## src/sv/lpm_pkg.sv

```systemverilog
`default_nettype none
package lpm_pkg;

  localparam int CORDIC_STEPS = 16;
  localparam int FRAC_BITS    = 14;

  localparam int IN_W      = 16;
  localparam int OUT_W     = 20;
  localparam int ANG_FRAC  = 30;
  localparam int ROUND_SH  = ANG_FRAC - FRAC_BITS;
  localparam int ANG_W     = 52 - FRAC_BITS;
  localparam int AT_W      = 50 - FRAC_BITS;
  localparam int XY_W      = 33;
  localparam int SUM_W     = XY_W + 1;
  localparam int PROD_W    = 2 * XY_W;
  localparam int NUM_STAGES = 2 * CORDIC_STEPS + 6;

  localparam logic signed [ANG_W-1:0] FIX_PI       = ANG_W'(64'sd3373259426);
  localparam logic signed [ANG_W-1:0] FIX_MINUS_PI = ANG_W'(-64'sd3373259426);
  localparam logic signed [ANG_W-1:0] FIX_TWO_PI   = ANG_W'(64'sd6746518852);
  localparam logic signed [ANG_W-1:0] FIX_HALF_PI  = ANG_W'(64'sd1686629713);
  localparam logic signed [ANG_W-1:0] FIX_MINUS_HALF_PI = ANG_W'(-64'sd1686629713);
  localparam logic signed [XY_W-1:0]  FIX_GAIN     = XY_W'(64'sd652032874);

  localparam logic signed [SUM_W-1:0] OUT_MAX = SUM_W'((64'sd1 <<< (OUT_W - 1)) - 64'sd1);
  localparam logic signed [SUM_W-1:0] OUT_MIN = SUM_W'(-(64'sd1 <<< (OUT_W - 1)));
  localparam logic signed [SUM_W-1:0] ONE_S   = SUM_W'(64'sd1 <<< FRAC_BITS);
  localparam logic signed [OUT_W-1:0] ROT_BOUND =
      OUT_W'((64'sd1 <<< FRAC_BITS) + (64'sd1 <<< (FRAC_BITS - 5)));

  typedef struct packed {
    logic signed [IN_W-1:0] left_eye_x;
    logic signed [IN_W-1:0] left_eye_y;
    logic signed [IN_W-1:0] right_eye_x;
    logic signed [IN_W-1:0] right_eye_y;
    logic signed [IN_W-1:0] nose_x;
    logic signed [IN_W-1:0] nose_y;
    logic signed [IN_W-1:0] nose_z;
  } lpm_in_t;

  typedef struct packed {
    logic signed [OUT_W-1:0] r00;
    logic signed [OUT_W-1:0] r01;
    logic signed [OUT_W-1:0] r02;
    logic signed [OUT_W-1:0] r10;
    logic signed [OUT_W-1:0] r11;
    logic signed [OUT_W-1:0] r12;
    logic signed [OUT_W-1:0] r20;
    logic signed [OUT_W-1:0] r21;
    logic signed [OUT_W-1:0] r22;
  } lpm_rot_t;

  typedef struct packed {
    logic signed [OUT_W-1:0] shift_x;
    logic signed [OUT_W-1:0] shift_y;
    logic signed [OUT_W-1:0] shift_z;
  } lpm_shift_t;

  typedef struct packed {
    logic signed [OUT_W-1:0] r00;
    logic signed [OUT_W-1:0] r01;
    logic signed [OUT_W-1:0] r02;
    logic signed [OUT_W-1:0] r10;
    logic signed [OUT_W-1:0] r11;
    logic signed [OUT_W-1:0] r12;
    logic signed [OUT_W-1:0] r20;
    logic signed [OUT_W-1:0] r21;
    logic signed [OUT_W-1:0] r22;
    logic signed [OUT_W-1:0] shift_x;
    logic signed [OUT_W-1:0] shift_y;
    logic signed [OUT_W-1:0] shift_z;
  } lpm_out_t;

  // atan(2^-i) in q.30, truncated toward zero
  function automatic logic signed [ANG_W-1:0] atan_q30(input int i);
    case (i)
      0:  return ANG_W'(64'sd843314856);
      1:  return ANG_W'(64'sd497837829);
      2:  return ANG_W'(64'sd263043836);
      3:  return ANG_W'(64'sd133525158);
      4:  return ANG_W'(64'sd67021686);
      5:  return ANG_W'(64'sd33543515);
      6:  return ANG_W'(64'sd16775850);
      7:  return ANG_W'(64'sd8388437);
      8:  return ANG_W'(64'sd4194282);
      9:  return ANG_W'(64'sd2097149);
      10: return ANG_W'(64'sd1048575);
      11: return ANG_W'(64'sd524287);
      12: return ANG_W'(64'sd262143);
      13: return ANG_W'(64'sd131071);
      14: return ANG_W'(64'sd65535);
      15: return ANG_W'(64'sd32767);
      16: return ANG_W'(64'sd16383);
      17: return ANG_W'(64'sd8191);
      18: return ANG_W'(64'sd4095);
      19: return ANG_W'(64'sd2047);
      20: return ANG_W'(64'sd1023);
      21: return ANG_W'(64'sd511);
      22: return ANG_W'(64'sd255);
      23: return ANG_W'(64'sd127);
      default: return '0;
    endcase
  endfunction

  function automatic logic signed [XY_W-1:0] qmul(input logic signed [XY_W-1:0] a,
                                                   input logic signed [XY_W-1:0] b);
    logic signed [PROD_W-1:0] p;
    p = a * b;
    p = p + PROD_W'(64'sd1 <<< (ANG_FRAC - 1));
    return XY_W'(p >>> ANG_FRAC);
  endfunction

  function automatic logic signed [OUT_W-1:0] sat_out(input logic signed [SUM_W-1:0] v);
    if (v > OUT_MAX) return OUT_MAX[OUT_W-1:0];
    if (v < OUT_MIN) return OUT_MIN[OUT_W-1:0];
    return v[OUT_W-1:0];
  endfunction

  function automatic logic signed [OUT_W-1:0] q30_out(input logic signed [SUM_W-1:0] v);
    logic signed [SUM_W-1:0] r;
    r = (v + SUM_W'(64'sd1 <<< (ROUND_SH - 1))) >>> ROUND_SH;
    return sat_out(r);
  endfunction

endpackage
`default_nettype wire

```

## src/sv/lpm_pipe_ctl.sv

```systemverilog
`default_nettype none
module lpm_pipe_ctl (
  input  logic clk,
  input  logic rst,
  input  logic in_valid,
  output logic in_ready,
  output logic out_valid,
  input  logic out_ready,
  output logic en
);
  logic [lpm_pkg::NUM_STAGES-1:0] v;

  // whole pipe advances unless the output register holds an untaken beat
  assign en        = !v[lpm_pkg::NUM_STAGES-1] || out_ready;
  assign in_ready  = en;
  assign out_valid = v[lpm_pkg::NUM_STAGES-1];

  always_ff @(posedge clk) begin
    if (rst) begin
      v <= '0;
    end else if (en) begin
      v <= {v[lpm_pkg::NUM_STAGES-2:0], in_valid};
    end
  end
endmodule
`default_nettype wire

```

## config.mk

```make
export PLATFORM = sky130hd
export DESIGN_NAME = lpm_pipe_ctl
export DESIGN_NICKNAME = d
export VERILOG_FILES = /design/src/sv/lpm_pkg.sv /design/src/sv/lpm_pipe_ctl.sv
export SDC_FILE = /design/constraint.sdc
export NUM_CORES = 1
export LEC_CHECK = 0
export ABC_AREA = 1
export CORE_MARGIN = 2
export CORE_UTILIZATION = 55
export DETAILED_ROUTE_END_ITERATION = 12
export DONT_BUFFER_PORTS = 1
export PLACE_DENSITY = 0.79
export SYNTH_ARGS = -nofsm -noshare
export SYNTH_HDL_FRONTEND = slang
export SYNTH_SLANG_ARGS = --single-unit
```

## constraint.sdc

```tcl
create_clock -name clk -period 3.49 [get_ports clk]
set_clock_uncertainty 0.15 [all_clocks]
set_input_delay 0.5235 -clock clk [delete_from_list [all_inputs] [get_ports clk]]
set_output_delay 0.5235 -clock clk [all_outputs]
set_load 0.05 [all_outputs]
```

Word-level counts from Yosys, hierarchy flattened --
Index checks and enable logic that the tools add are counted.
Operators by class: reduce and logical (&&, ||, !) cells 2
Operator list (count):
- 1-bit zero test | 1
- 1-bit logical OR | 1
Word-level totals: word-level logic and storage cells 3, register bits after elaboration 38, bits of input ports 4, output and inout bits 3

Logic depth before layout (Yosys ltp) --
Gate-level depths: netlist of run 1.
depth after elaboration 2, depth in mapped cells 6, gate-level depth less buffers 4

Worst setup path before layout of run 1 --
Ideal clock, no wire load.
path type reg2out, from register v[37] in the netlist's numbering, to output port in_ready, cell stages (with the launch flop) 5, data required time 2.816 ns, path buffers 3, slack 1.116 ns, arrival 1.700 ns, cells stage by stage dfxtp_1 > buf_4 > buf_4 > nand2_1 > buf_4
On the way: longest elaborated chain between the ends 2
Ends and longest elaborated chain:
- from (decl) | RTL line lpm_pipe_ctl.sv:11 | logic [lpm_pkg::NUM_STAGES-1:0] v;
- from (signal assigned) | RTL line lpm_pipe_ctl.sv:22 | v <= {v[lpm_pkg::NUM_STAGES-2:0], in_valid};
- 1-bit zero test | RTL line lpm_pipe_ctl.sv:14 | assign en = !v[lpm_pkg::NUM_STAGES-1] || out_ready;
- 1-bit logical OR | RTL line lpm_pipe_ctl.sv:14
- to (decl) | RTL line lpm_pipe_ctl.sv:6 | output logic in_ready,
No other way between the ends.

Worst setup path after layout of run 1 --
from register v[37] in the netlist's numbering, to output port out_valid
RTL lines:
- to (decl) | RTL line lpm_pipe_ctl.sv:7 | output logic out_valid,
No word-level cell between the ends.

==> results of run 1 <==
-- through the flow --
stage / area (sq um) / hold WS [ns]
global route: 1635 / 0.04841
global placement: 1588 / 0.2896
CTS: 1635 / 0.04544
detailed placement: 1588 / 0.2894
floorplan: 1635 / 0.2791
finish: 1635 / 0.06591
-- synthesized netlist by cell type --
library cell               count  share of area (%)
sky130_fd_sc_hd__buf_2         1               0.31
sky130_fd_sc_hd__buf_1         3               0.69
sky130_fd_sc_hd__inv_1        37                8.5
sky130_fd_sc_hd__nor2_4        1               0.69
sky130_fd_sc_hd__buf_4         6                2.8
sky130_fd_sc_hd__clkbuf_1      2               0.46
sky130_fd_sc_hd__a21oi_1       1               0.31
sky130_fd_sc_hd__buf_6         3                2.1
sky130_fd_sc_hd__inv_2         3               0.69
sky130_fd_sc_hd__nand3_1      37                 11
sky130_fd_sc_hd__dfxtp_1      38                 47
sky130_fd_sc_hd__nand2_1      38                8.7
sky130_fd_sc_hd__nor2_1       74                 17
-- worst paths after layout --
path / endpoint / startpoint / cells past startpoint
hold reg to reg: v[37] / v[36] / 2
setup / recovery: out_valid / v[37] / 1
hold / removal: v[37] / rst / 1
setup reg to reg: v[4] / v[37] / 4
-- kinds of logic (layout without fill, tap and decap cells) --
| kind of cell | after synthesis | after routing | synth area share, % |
|---|---|---|---|
| AOI/OAI and AO/OA | 1 | 1 | 0.3058 |
| buffers and inverters | 55 | 49 | 15.45 |
| DFF | 38 | 38 | 46.52 |
| and+or+nand+nor | 150 | 150 | 37.72 |
-- power groups by stage --
stage / Combinational, mW / Sequential, mW / Clock (mW)
floorplan: 0.0263 / 0.446 / 0
global placement: 0.0258 / 0.446 / 0
detailed placement: 0.0262 / 0.446 / 0
CTS: 0.0264 / 0.437 / 0.223
global route: 0.0303 / 0.437 / 0.234
finish: 0.0263 / 0.436 / 0.212
-- cell usage in the layout, fill, tap and decap left out, drive strengths merged --
| cell | instances |
|---|---|
| inv | 40 |
| buf | 2 |
| a21oi | 1 |
| nor2 | 75 |
| nand3 | 37 |
| clkbuf | 5 |
| nand2 | 38 |
| clkinv | 2 |
| dfxtp | 38 |
-- routing by layer --
| metal | share of wire, % | track usage, % |
|---|---|---|
| met5 | 0 | 0 |
| met1 | 50 | 21.96 |
| met2 | 43 | 27.77 |
| met3 | 3.5 | 4.615 |
| met4 | 3.3 | 12.96 |
-- area by class of cell --
type | instances | share of cell area [%]
clock inverters | 2 | 0.6121
repair buffers | 2 | 0.9181
flip-flops and latches | 38 | 46.60
clock buffers | 5 | 2.295
multi-input cells | 151 | 38.03
well taps | 31 | 2.372
inverters | 40 | 9.181
==> impl_metrics.tcl, run 1 <==
set metrics [dict create \
    worst_ep_arrival_time_ns 1.41 \
    setup_tns_ns 0 \
    cp.required_ns 2.82 \
    result_of_the_run "finished, final reports clean" \
    synth.yosys.seq_area_share_pct 46.52 \
    ioPinCount 7 \
    numClockSinks 38 \
    floorplan.die.width_microns 58.53 \
    drc 0 \
    grt_start_max_net_pins 39 \
    r2r_slack_ns 1.65 \
    cp-end-kind "primary output" \
    die_height_microns 58.53 \
    coreArea_sq_um 2781 \
    avgViaCountPerCell 4.874 \
    initial_core_util_pct 58.79 \
    cts_tree "built" \
    hold_class "in2reg" \
    ir_worst_vdd_mv 0.3413 \
    largest_register "v" \
    path_cells "buf_4" \
    detail-route-antenna-nets 0 \
    area_of_combinational_cells_with_multiple_inputs_sq_um 621.8 \
    synth_warnings 0 \
    power.share.clock_pct 31.4 \
    slew_headroom_pct 47.80 \
    setup_viol 0 \
    tightestPinTransition_ns 0.7812 \
    int_pwr_uw 514.9 \
    power.leakage_nw 0.6093 \
    cts-root-to-sink-buffers 2 \
    drv_cap 0 \
    timing.setup.critical_path_class "reg2out" \
    post-cts-setup-buffer-count 0 \
    layoutNonFillerInstCount 269 \
    synth_seq_cells 38 \
    layout-drive-gt1-share_pct 5.882 \
    cts.root.buffer_cell "sky130_fd_sc_hd__clkbuf_4" \
    io_buffer_count 0 \
    critPathSlowestCell "sky130_fd_sc_hd__dfxtp_2" \
    worstSetupStartpointType "flop" \
    finalWirelength_microns 2568 \
    fin_total_pwr_uw 674.8 \
    synth_cell_area_sq_um 1635 \
    syn-mean-instance-area_sq_um 6.702 \
    fin_ws_ns 1.410 \
    timing.final.max_slew_violations 0 \
    dpl.hpwl_microns 1436 \
    clk_latency_ns 0.35 \
    grt_pass1_wl_microns 4664 \
    cp_num_buf_inv 1 \
    gpl.final_weighted_congestion 0.6707 \
    share_seq_of_total_power_pct 64.7 \
    max_clock_freq_mhz 480.8 \
    max_stage_delay_ns 0.68 \
    drt-wirelength-per-cell_microns 9.546 \
    critical_path.max_fanout 29 \
    track_usage_pct 18.08 \
    ctsResizeCount 0 \
    cts.clk_slew.worst_paths_ns 0.11 \
    mappedNetlistNets 248 \
    sequential_cell_area_sq_um 762.0 \
    synthesis.instances 244 \
    placement_rows 19 \
    synth_to_layout_area_growth_pct 0.0001223 \
    critical_path.top_delay_family "flip-flops" \
    detailroute.via_count 1311 \
    post-route-min-period_ns 2.080 \
    final_core_utilization_pct 58.79 \
    dpl_worst_slack_ns 1.505 \
    biggestRegsByFlops "v x38" \
    comb_power_share_pct 3.9 \
    number_of_antenna_violations_at_the_first_check_in_global_routing 0 \
    initial_detailed_routing_violation_count 35 \
    power.share.switching_pct 23.70 \
    final_hold_viol_count 0 \
    setup_repair_after_global_routing_missed_its_margin "false" \
    drt_first_pass_iters 4 \
    largest_register_ffs 38 \
    synth_cell_types 13 \
    power.density_nw_per_um2 412.6 \
    clock_tree.htree_level_count 2 \
    grt_overflow_total 0 \
    layout.nets 242 \
    dpl.cell_count 262 \
    cts-hold-fix-buffers 0 \
    power.net_switching_uw 159.9 \
    number_of_global_route_vias_before_repair 1164 \
    die_area_sq_um 3426 \
    cts_inserted_buffers 5 \
    number_of_diodes_added_for_antenna_fixing 0 \
    fillers 276 \
    min_period_over_period_pct 59.60 \
]
Note: power is estimated with default switching activity, not from simulation.
==> run 2: changes to the inputs <==
==> constraint.sdc (replaced) <==
create_clock -name clk -period 1.92 [get_ports clk]
set_clock_uncertainty 0.15 [all_clocks]
set_input_delay 0.288 -clock clk [delete_from_list [all_inputs] [get_ports clk]]
set_output_delay 0.288 -clock clk [all_outputs]
set_load 0.05 [all_outputs]
==> run 2 against run 1 <==
Register-to-register slack got worse by 1.4 ns. Design area up 3.8%. Critical path depth is 4 higher. Wire length is 7.4% higher. Largest power group unchanged. Flip-flop and latch count stayed put. Sequential share of layout area decreased by 1.7 points. Die area stayed put. Setup slack lost 1.2 ns. Via count rose by 1.1%.
==> impl_metrics.tcl, run 2 (synthesized netlist as in run 1, its figures left out) <==
set metrics [dict create \
    result_of_the_run "finished, final reports clean" \
    ioPinCount 7 \
    cts.clk_slew.worst_paths_ns 0.10 \
    layout.nets 249 \
    post-cts-setup-buffer-count 0 \
    number_of_antenna_violations_at_the_first_check_in_global_routing 0 \
    drv_cap 0 \
    biggestRegsByFlops "v x38" \
    worst_hold_endpoint "v[15]" \
    numClockSinks 38 \
    power.leakage_nw 0.6382 \
    crit_start "out_ready" \
    tightestPinTransition_ns 0.5945 \
    drt_first_pass_iters 4 \
    die_height_microns 58.53 \
    cp.required_ns 2.06 \
    worstSetupStartpointType "primary input" \
    critical_path.max_fanout 12 \
    drc 0 \
    setup_viol 0 \
    timing.final.max_slew_violations 0 \
    clock_tree.htree_level_count 2 \
    layout-drive-gt1-share_pct 6.531 \
    number_of_diodes_added_for_antenna_fixing 0 \
    floorplan.die.width_microns 58.53 \
    placement_rows 19 \
    ir_worst_vdd_mv 0.5723 \
    die_area_sq_um 3426 \
    setup_repair_after_global_routing_missed_its_margin "false" \
    initial_detailed_routing_violation_count 16 \
    r2r_slack_ns 0.28 \
    detailroute.via_count 1326 \
    r2r.worst_path.cells 5 \
    timing.setup.critical_path_class "in2reg" \
    worstReg2RegEnd "v[0]" \
    clk_latency_ns 0.35 \
    final_core_utilization_pct 61.04 \
    grt_overflow_total 0 \
    cts_inserted_buffers 5 \
    min_period_over_period_pct 89.77 \
    largest_register "v" \
    post-route-min-period_ns 1.724 \
    largest_register_ffs 38 \
    cts.root.buffer_cell "sky130_fd_sc_hd__clkbuf_4" \
    setup_tns_ns 0 \
    detail-route-antenna-nets 0 \
    synth_to_layout_area_growth_pct 3.826 \
    min_path_cells 4 \
    hp-start "out_ready" \
    layout_common_cells "sky130_fd_sc_hd__nor2_1, sky130_fd_sc_hd__inv_1, sky130_fd_sc_hd__nand3_1, sky130_fd_sc_hd__nand2_1, sky130_fd_sc_hd__dfxtp_1" \
    initial_core_util_pct 58.79 \
    dpl_worst_slack_ns 0.6057 \
    power.density_nw_per_um2 725.3 \
    drt-wirelength-per-cell_microns 9.996 \
    finalWirelength_microns 2759 \
    grt_start_max_net_pins 38 \
    avgViaCountPerCell 4.804 \
    cts-hold-fix-buffers 4 \
    gpl.final_weighted_congestion 0.6639 \
    number_of_global_route_vias_before_repair 1250 \
    hold_class "in2reg" \
    grt_pass1_wl_microns 4974 \
    worst_hold_slack_ns 0.07001 \
    finish.instance_area_sq_um 1698 \
    slew_headroom_pct 60.31 \
    io_buffer_count 0 \
    placed_cell_area_sq_um 1613 \
    cts-root-to-sink-buffers 2 \
    dpl.hpwl_microns 1648 \
    fin_ws_ns 0.1964 \
    mostFrequentLayoutCell "sky130_fd_sc_hd__nor2_1" \
    ctsResizeCount 0 \
    track_usage_pct 19.48 \
    max_clock_freq_mhz 580.2 \
    coreArea_sq_um 2781 \
    final_hold_viol_count 0 \
    cp-end-kind "flop" \
    worst_ep_arrival_time_ns 1.86 \
    cts_tree "built" \
    timing.rr.start "v[37]" \
]
## run 2: changes by cell type in the layout (fill, tap and decap cells not counted)
cell | previous run | this run
sky130_fd_sc_hd__dlygate4sd3_1 | 0 | 4
sky130_fd_sc_hd__clkbuf_1 | 0 | 2
sky130_fd_sc_hd__buf_4 | 2 | 5
sky130_fd_sc_hd__nand2_1 | 38 | 37
sky130_fd_sc_hd__nand2_2 | 0 | 1
sky130_fd_sc_hd__clkinv_2 | 2 | 0
## run 2: layout make-up
type                       instances  area, sq um
timing repair buffer               9        77.57
sequential                        38        762.0
inverter                          40        150.1
fill                             243         1084
clock buffer                       7        45.04
tap                               31        38.79
multi-input combinational        151        624.3
## run 2: report_power, final
| group | internal [mW] | leakage [nW] | switching [mW] |
|---|---|---|---|
| registers | 0.791 | 0.307 | 0.00189 |
| logic | 0.0197 | 0.306 | 0.0372 |
| clock network | 0.138 | 0.0254 | 0.243 |
## run 2: per-layer routing
layer | global-route usage [%] | share of wire, % | vias up
li1 | - | - | 718
met1 | 20.72 | 48 | 587
met2 | 33.23 | 46 | 13
met3 | 5.055 | 2.9 | 8
met4 | 13.95 | 3.0 | 0
met5 | 0 | 0 | -
## run 2: stage by stage
step	power (mW)	cells
floorplan	0.8590	244
global placement	0.8611	265
detailed placement	0.8610	265
CTS	1.244	276
global route	1.278	276
finish	1.231	276
## run 2: critical path, cell delays in order
cell	delay [ns]
sky130_fd_sc_hd__dlygate4sd3_1	0.58
sky130_fd_sc_hd__nor2_4	0.26
sky130_fd_sc_hd__nor2_1	0.07
sky130_fd_sc_hd__dlygate4sd3_1	0.56
sky130_fd_sc_hd__nor2_1	0.10
## run 2: worst max path at each step
| stage | to | slack, ns | cells after the start |
|---|---|---|---|
| 2_1_floorplan | in_ready | 0.17 | 4 |
| 3_3_place_gp | v[21] | 0.65 | 5 |
| 3_5_place_dp | v[35] | 0.61 | 5 |
| 4_1_cts | v[0] | 0.23 | 5 |
| 5_1_grt | v[0] | 0.15 | 5 |
| 6_report | v[0] | 0.20 | 5 |
==> run 3: changes to the inputs <==
--- a/config.mk
+++ b/config.mk
@@ -6,11 +6,13 @@
 export NUM_CORES = 1
 export LEC_CHECK = 0
 export ABC_AREA = 1
+export CELL_PAD_IN_SITES_DETAIL_PLACEMENT = 2
+export CELL_PAD_IN_SITES_GLOBAL_PLACEMENT = 2
 export CORE_MARGIN = 2
-export CORE_UTILIZATION = 55
+export CORE_UTILIZATION = 34
 export DETAILED_ROUTE_END_ITERATION = 12
 export DONT_BUFFER_PORTS = 1
-export PLACE_DENSITY = 0.79
+export PLACE_DENSITY = 0.85
 export SYNTH_ARGS = -nofsm -noshare
 export SYNTH_HDL_FRONTEND = slang
 export SYNTH_SLANG_ARGS = --single-unit
==> run 3 against run 2 <==
Maximum frequency rose by 12%. First-iteration DRC count rose to 3.5 times the previous value. Design area rose by 5.8%. Via count rose by 8.4%. Core utilization fell by 23 points. Critical path type is now reg2out. Critical endpoint is now in_ready. Highest routed layer unchanged.
==> impl_metrics.tcl, run 3 (synthesized netlist as in run 1, its figures left out) <==
set metrics [dict create \
    result_of_the_run "finished, final reports clean" \
    avgViaCountPerCell 4.838 \
    timing.final.max_slew_violations 0 \
    cts.clk_slew.worst_paths_ns 0.07 \
    detail-route-antenna-nets 0 \
    cp_num_buf_inv 0 \
    drc 0 \
    layout.nets 246 \
    min_period_over_period_pct 79.94 \
    worst_ep_arrival_time_ns 1.10 \
    io_buffer_count 0 \
    die_area_sq_um 5380 \
    cp.required_ns 1.48 \
    post-cts-setup-buffer-count 0 \
    number_of_diodes_added_for_antenna_fixing 0 \
    path_cells "nand2_2" \
    power.density_nw_per_um2 953.5 \
    grt_start_max_net_pins 38 \
    setup_viol 0 \
    placement_rows 25 \
    grt_pass1_wl_microns 7203 \
    cts_inserted_buffers 5 \
    clk_latency_ns 0.31 \
    setup_tns_ns 0 \
    drv_cap 0 \
    number_of_antenna_violations_at_the_first_check_in_global_routing 0 \
    dpl_worst_slack_ns 0.5880 \
    worstSetupPathDepth 1 \
    cts-root-to-sink-buffers 2 \
    timing.setup.critical_path_class "reg2out" \
    cts-hold-fix-buffers 2 \
    die_height_microns 73.35 \
    slew_headroom_pct 56.63 \
    cp-end-kind "primary output" \
    critical_path.top_delay_family "simple AND/OR/NAND/NOR gates" \
    drt-wirelength-per-cell_microns 14.54 \
    layout_common_cells "sky130_fd_sc_hd__nor2_1, sky130_fd_sc_hd__inv_1, sky130_fd_sc_hd__nand3_1, sky130_fd_sc_hd__nand2_1, sky130_fd_sc_hd__dfxtp_1" \
    biggestRegsByFlops "v x38" \
    initial_detailed_routing_violation_count 56 \
    synth_to_layout_area_growth_pct 9.870 \
    largest_register "v" \
    max_stage_delay_ns 0.43 \
    detailroute.via_count 1437 \
    power.leakage_nw 0.6705 \
    worstSetupStartpointType "flop" \
    finalWirelength_microns 4317 \
    ctsResizeCount 0 \
    dpl.cell_count 287 \
    setup_repair_after_global_routing_missed_its_margin "false" \
    cts_tree "built" \
    drt_first_pass_iters 4 \
    min_path_cells 4 \
    max_clock_freq_mhz 651.5 \
    ir_worst_vdd_mv 0.4248 \
    fillers 569 \
    track_usage_pct 17.68 \
    fin_ws_ns 0.3852 \
    r2r.worst_path.cells 5 \
    layout-drive-gt1-share_pct 7.407 \
    coreArea_sq_um 4692 \
    cts.root.buffer_cell "sky130_fd_sc_hd__clkbuf_8" \
    final_core_utilization_pct 38.29 \
    fin_total_pwr_mw 1.713 \
    largest_register_ffs 38 \
    clock_tree.htree_level_count 2 \
    dpl.hpwl_microns 2275 \
    gpl.final_weighted_congestion 0.7210 \
    post-route-min-period_ns 1.535 \
    floorplan.die.width_microns 73.35 \
    grt_overflow_total 0 \
    worst_hold_slack_ns 0.1497 \
    finish.instance_area_sq_um 1797 \
    placed_cell_area_sq_um 1634 \
    critical_path.max_fanout 8 \
    hold_class "in2reg" \
    number_of_global_route_vias_before_repair 1525 \
    layoutNonFillerInstCount 297 \
    mostFrequentLayoutCell "sky130_fd_sc_hd__nor2_1" \
    tightestPinTransition_ns 0.6496 \
    ioPinCount 7 \
    initial_core_util_pct 34.85 \
    numClockSinks 38 \
    critPathSlowestCell "sky130_fd_sc_hd__nand2_2" \
    final_hold_viol_count 0 \
]
==> run 3: layer usage <==
layer	GRT usage (%)	routed length [microns]
met1	20.25	1987
met5	0	0
met2	30.73	2115
met3	5.075	115
met4	7.273	98
==> run 3: worst paths after layout <==
check | start | slack (ns) | endpoint
worst max-delay path | v[37] | 0.39 | in_ready
worst max register to register | v[37] | 0.52 | v[34]
worst min register to register | v[29] | 0.34 | v[30]
worst min-delay path | out_ready | 0.15 | v[11]
==> run 3: cell type report <==
cell class                      instances  area (sq um)  area share, %
Clock buffer                            6         82.58          4.596
Clock inverter                          2         60.06          3.343
Inverter                               40         150.1          8.357
Multi-Input combinational cell        151         624.3          34.75
Sequential cell                        38         762.0          42.41
Tap cell                               54         67.56          3.760
Timing Repair Buffer                    6         50.05          2.786
==> run 3: power breakdown <==
group	switching [mW]	internal, mW	leakage, nW
combinational	0.0423	0.0169	0.292
clock	0.306	0.555	0.0714
sequential	0.00229	0.791	0.307
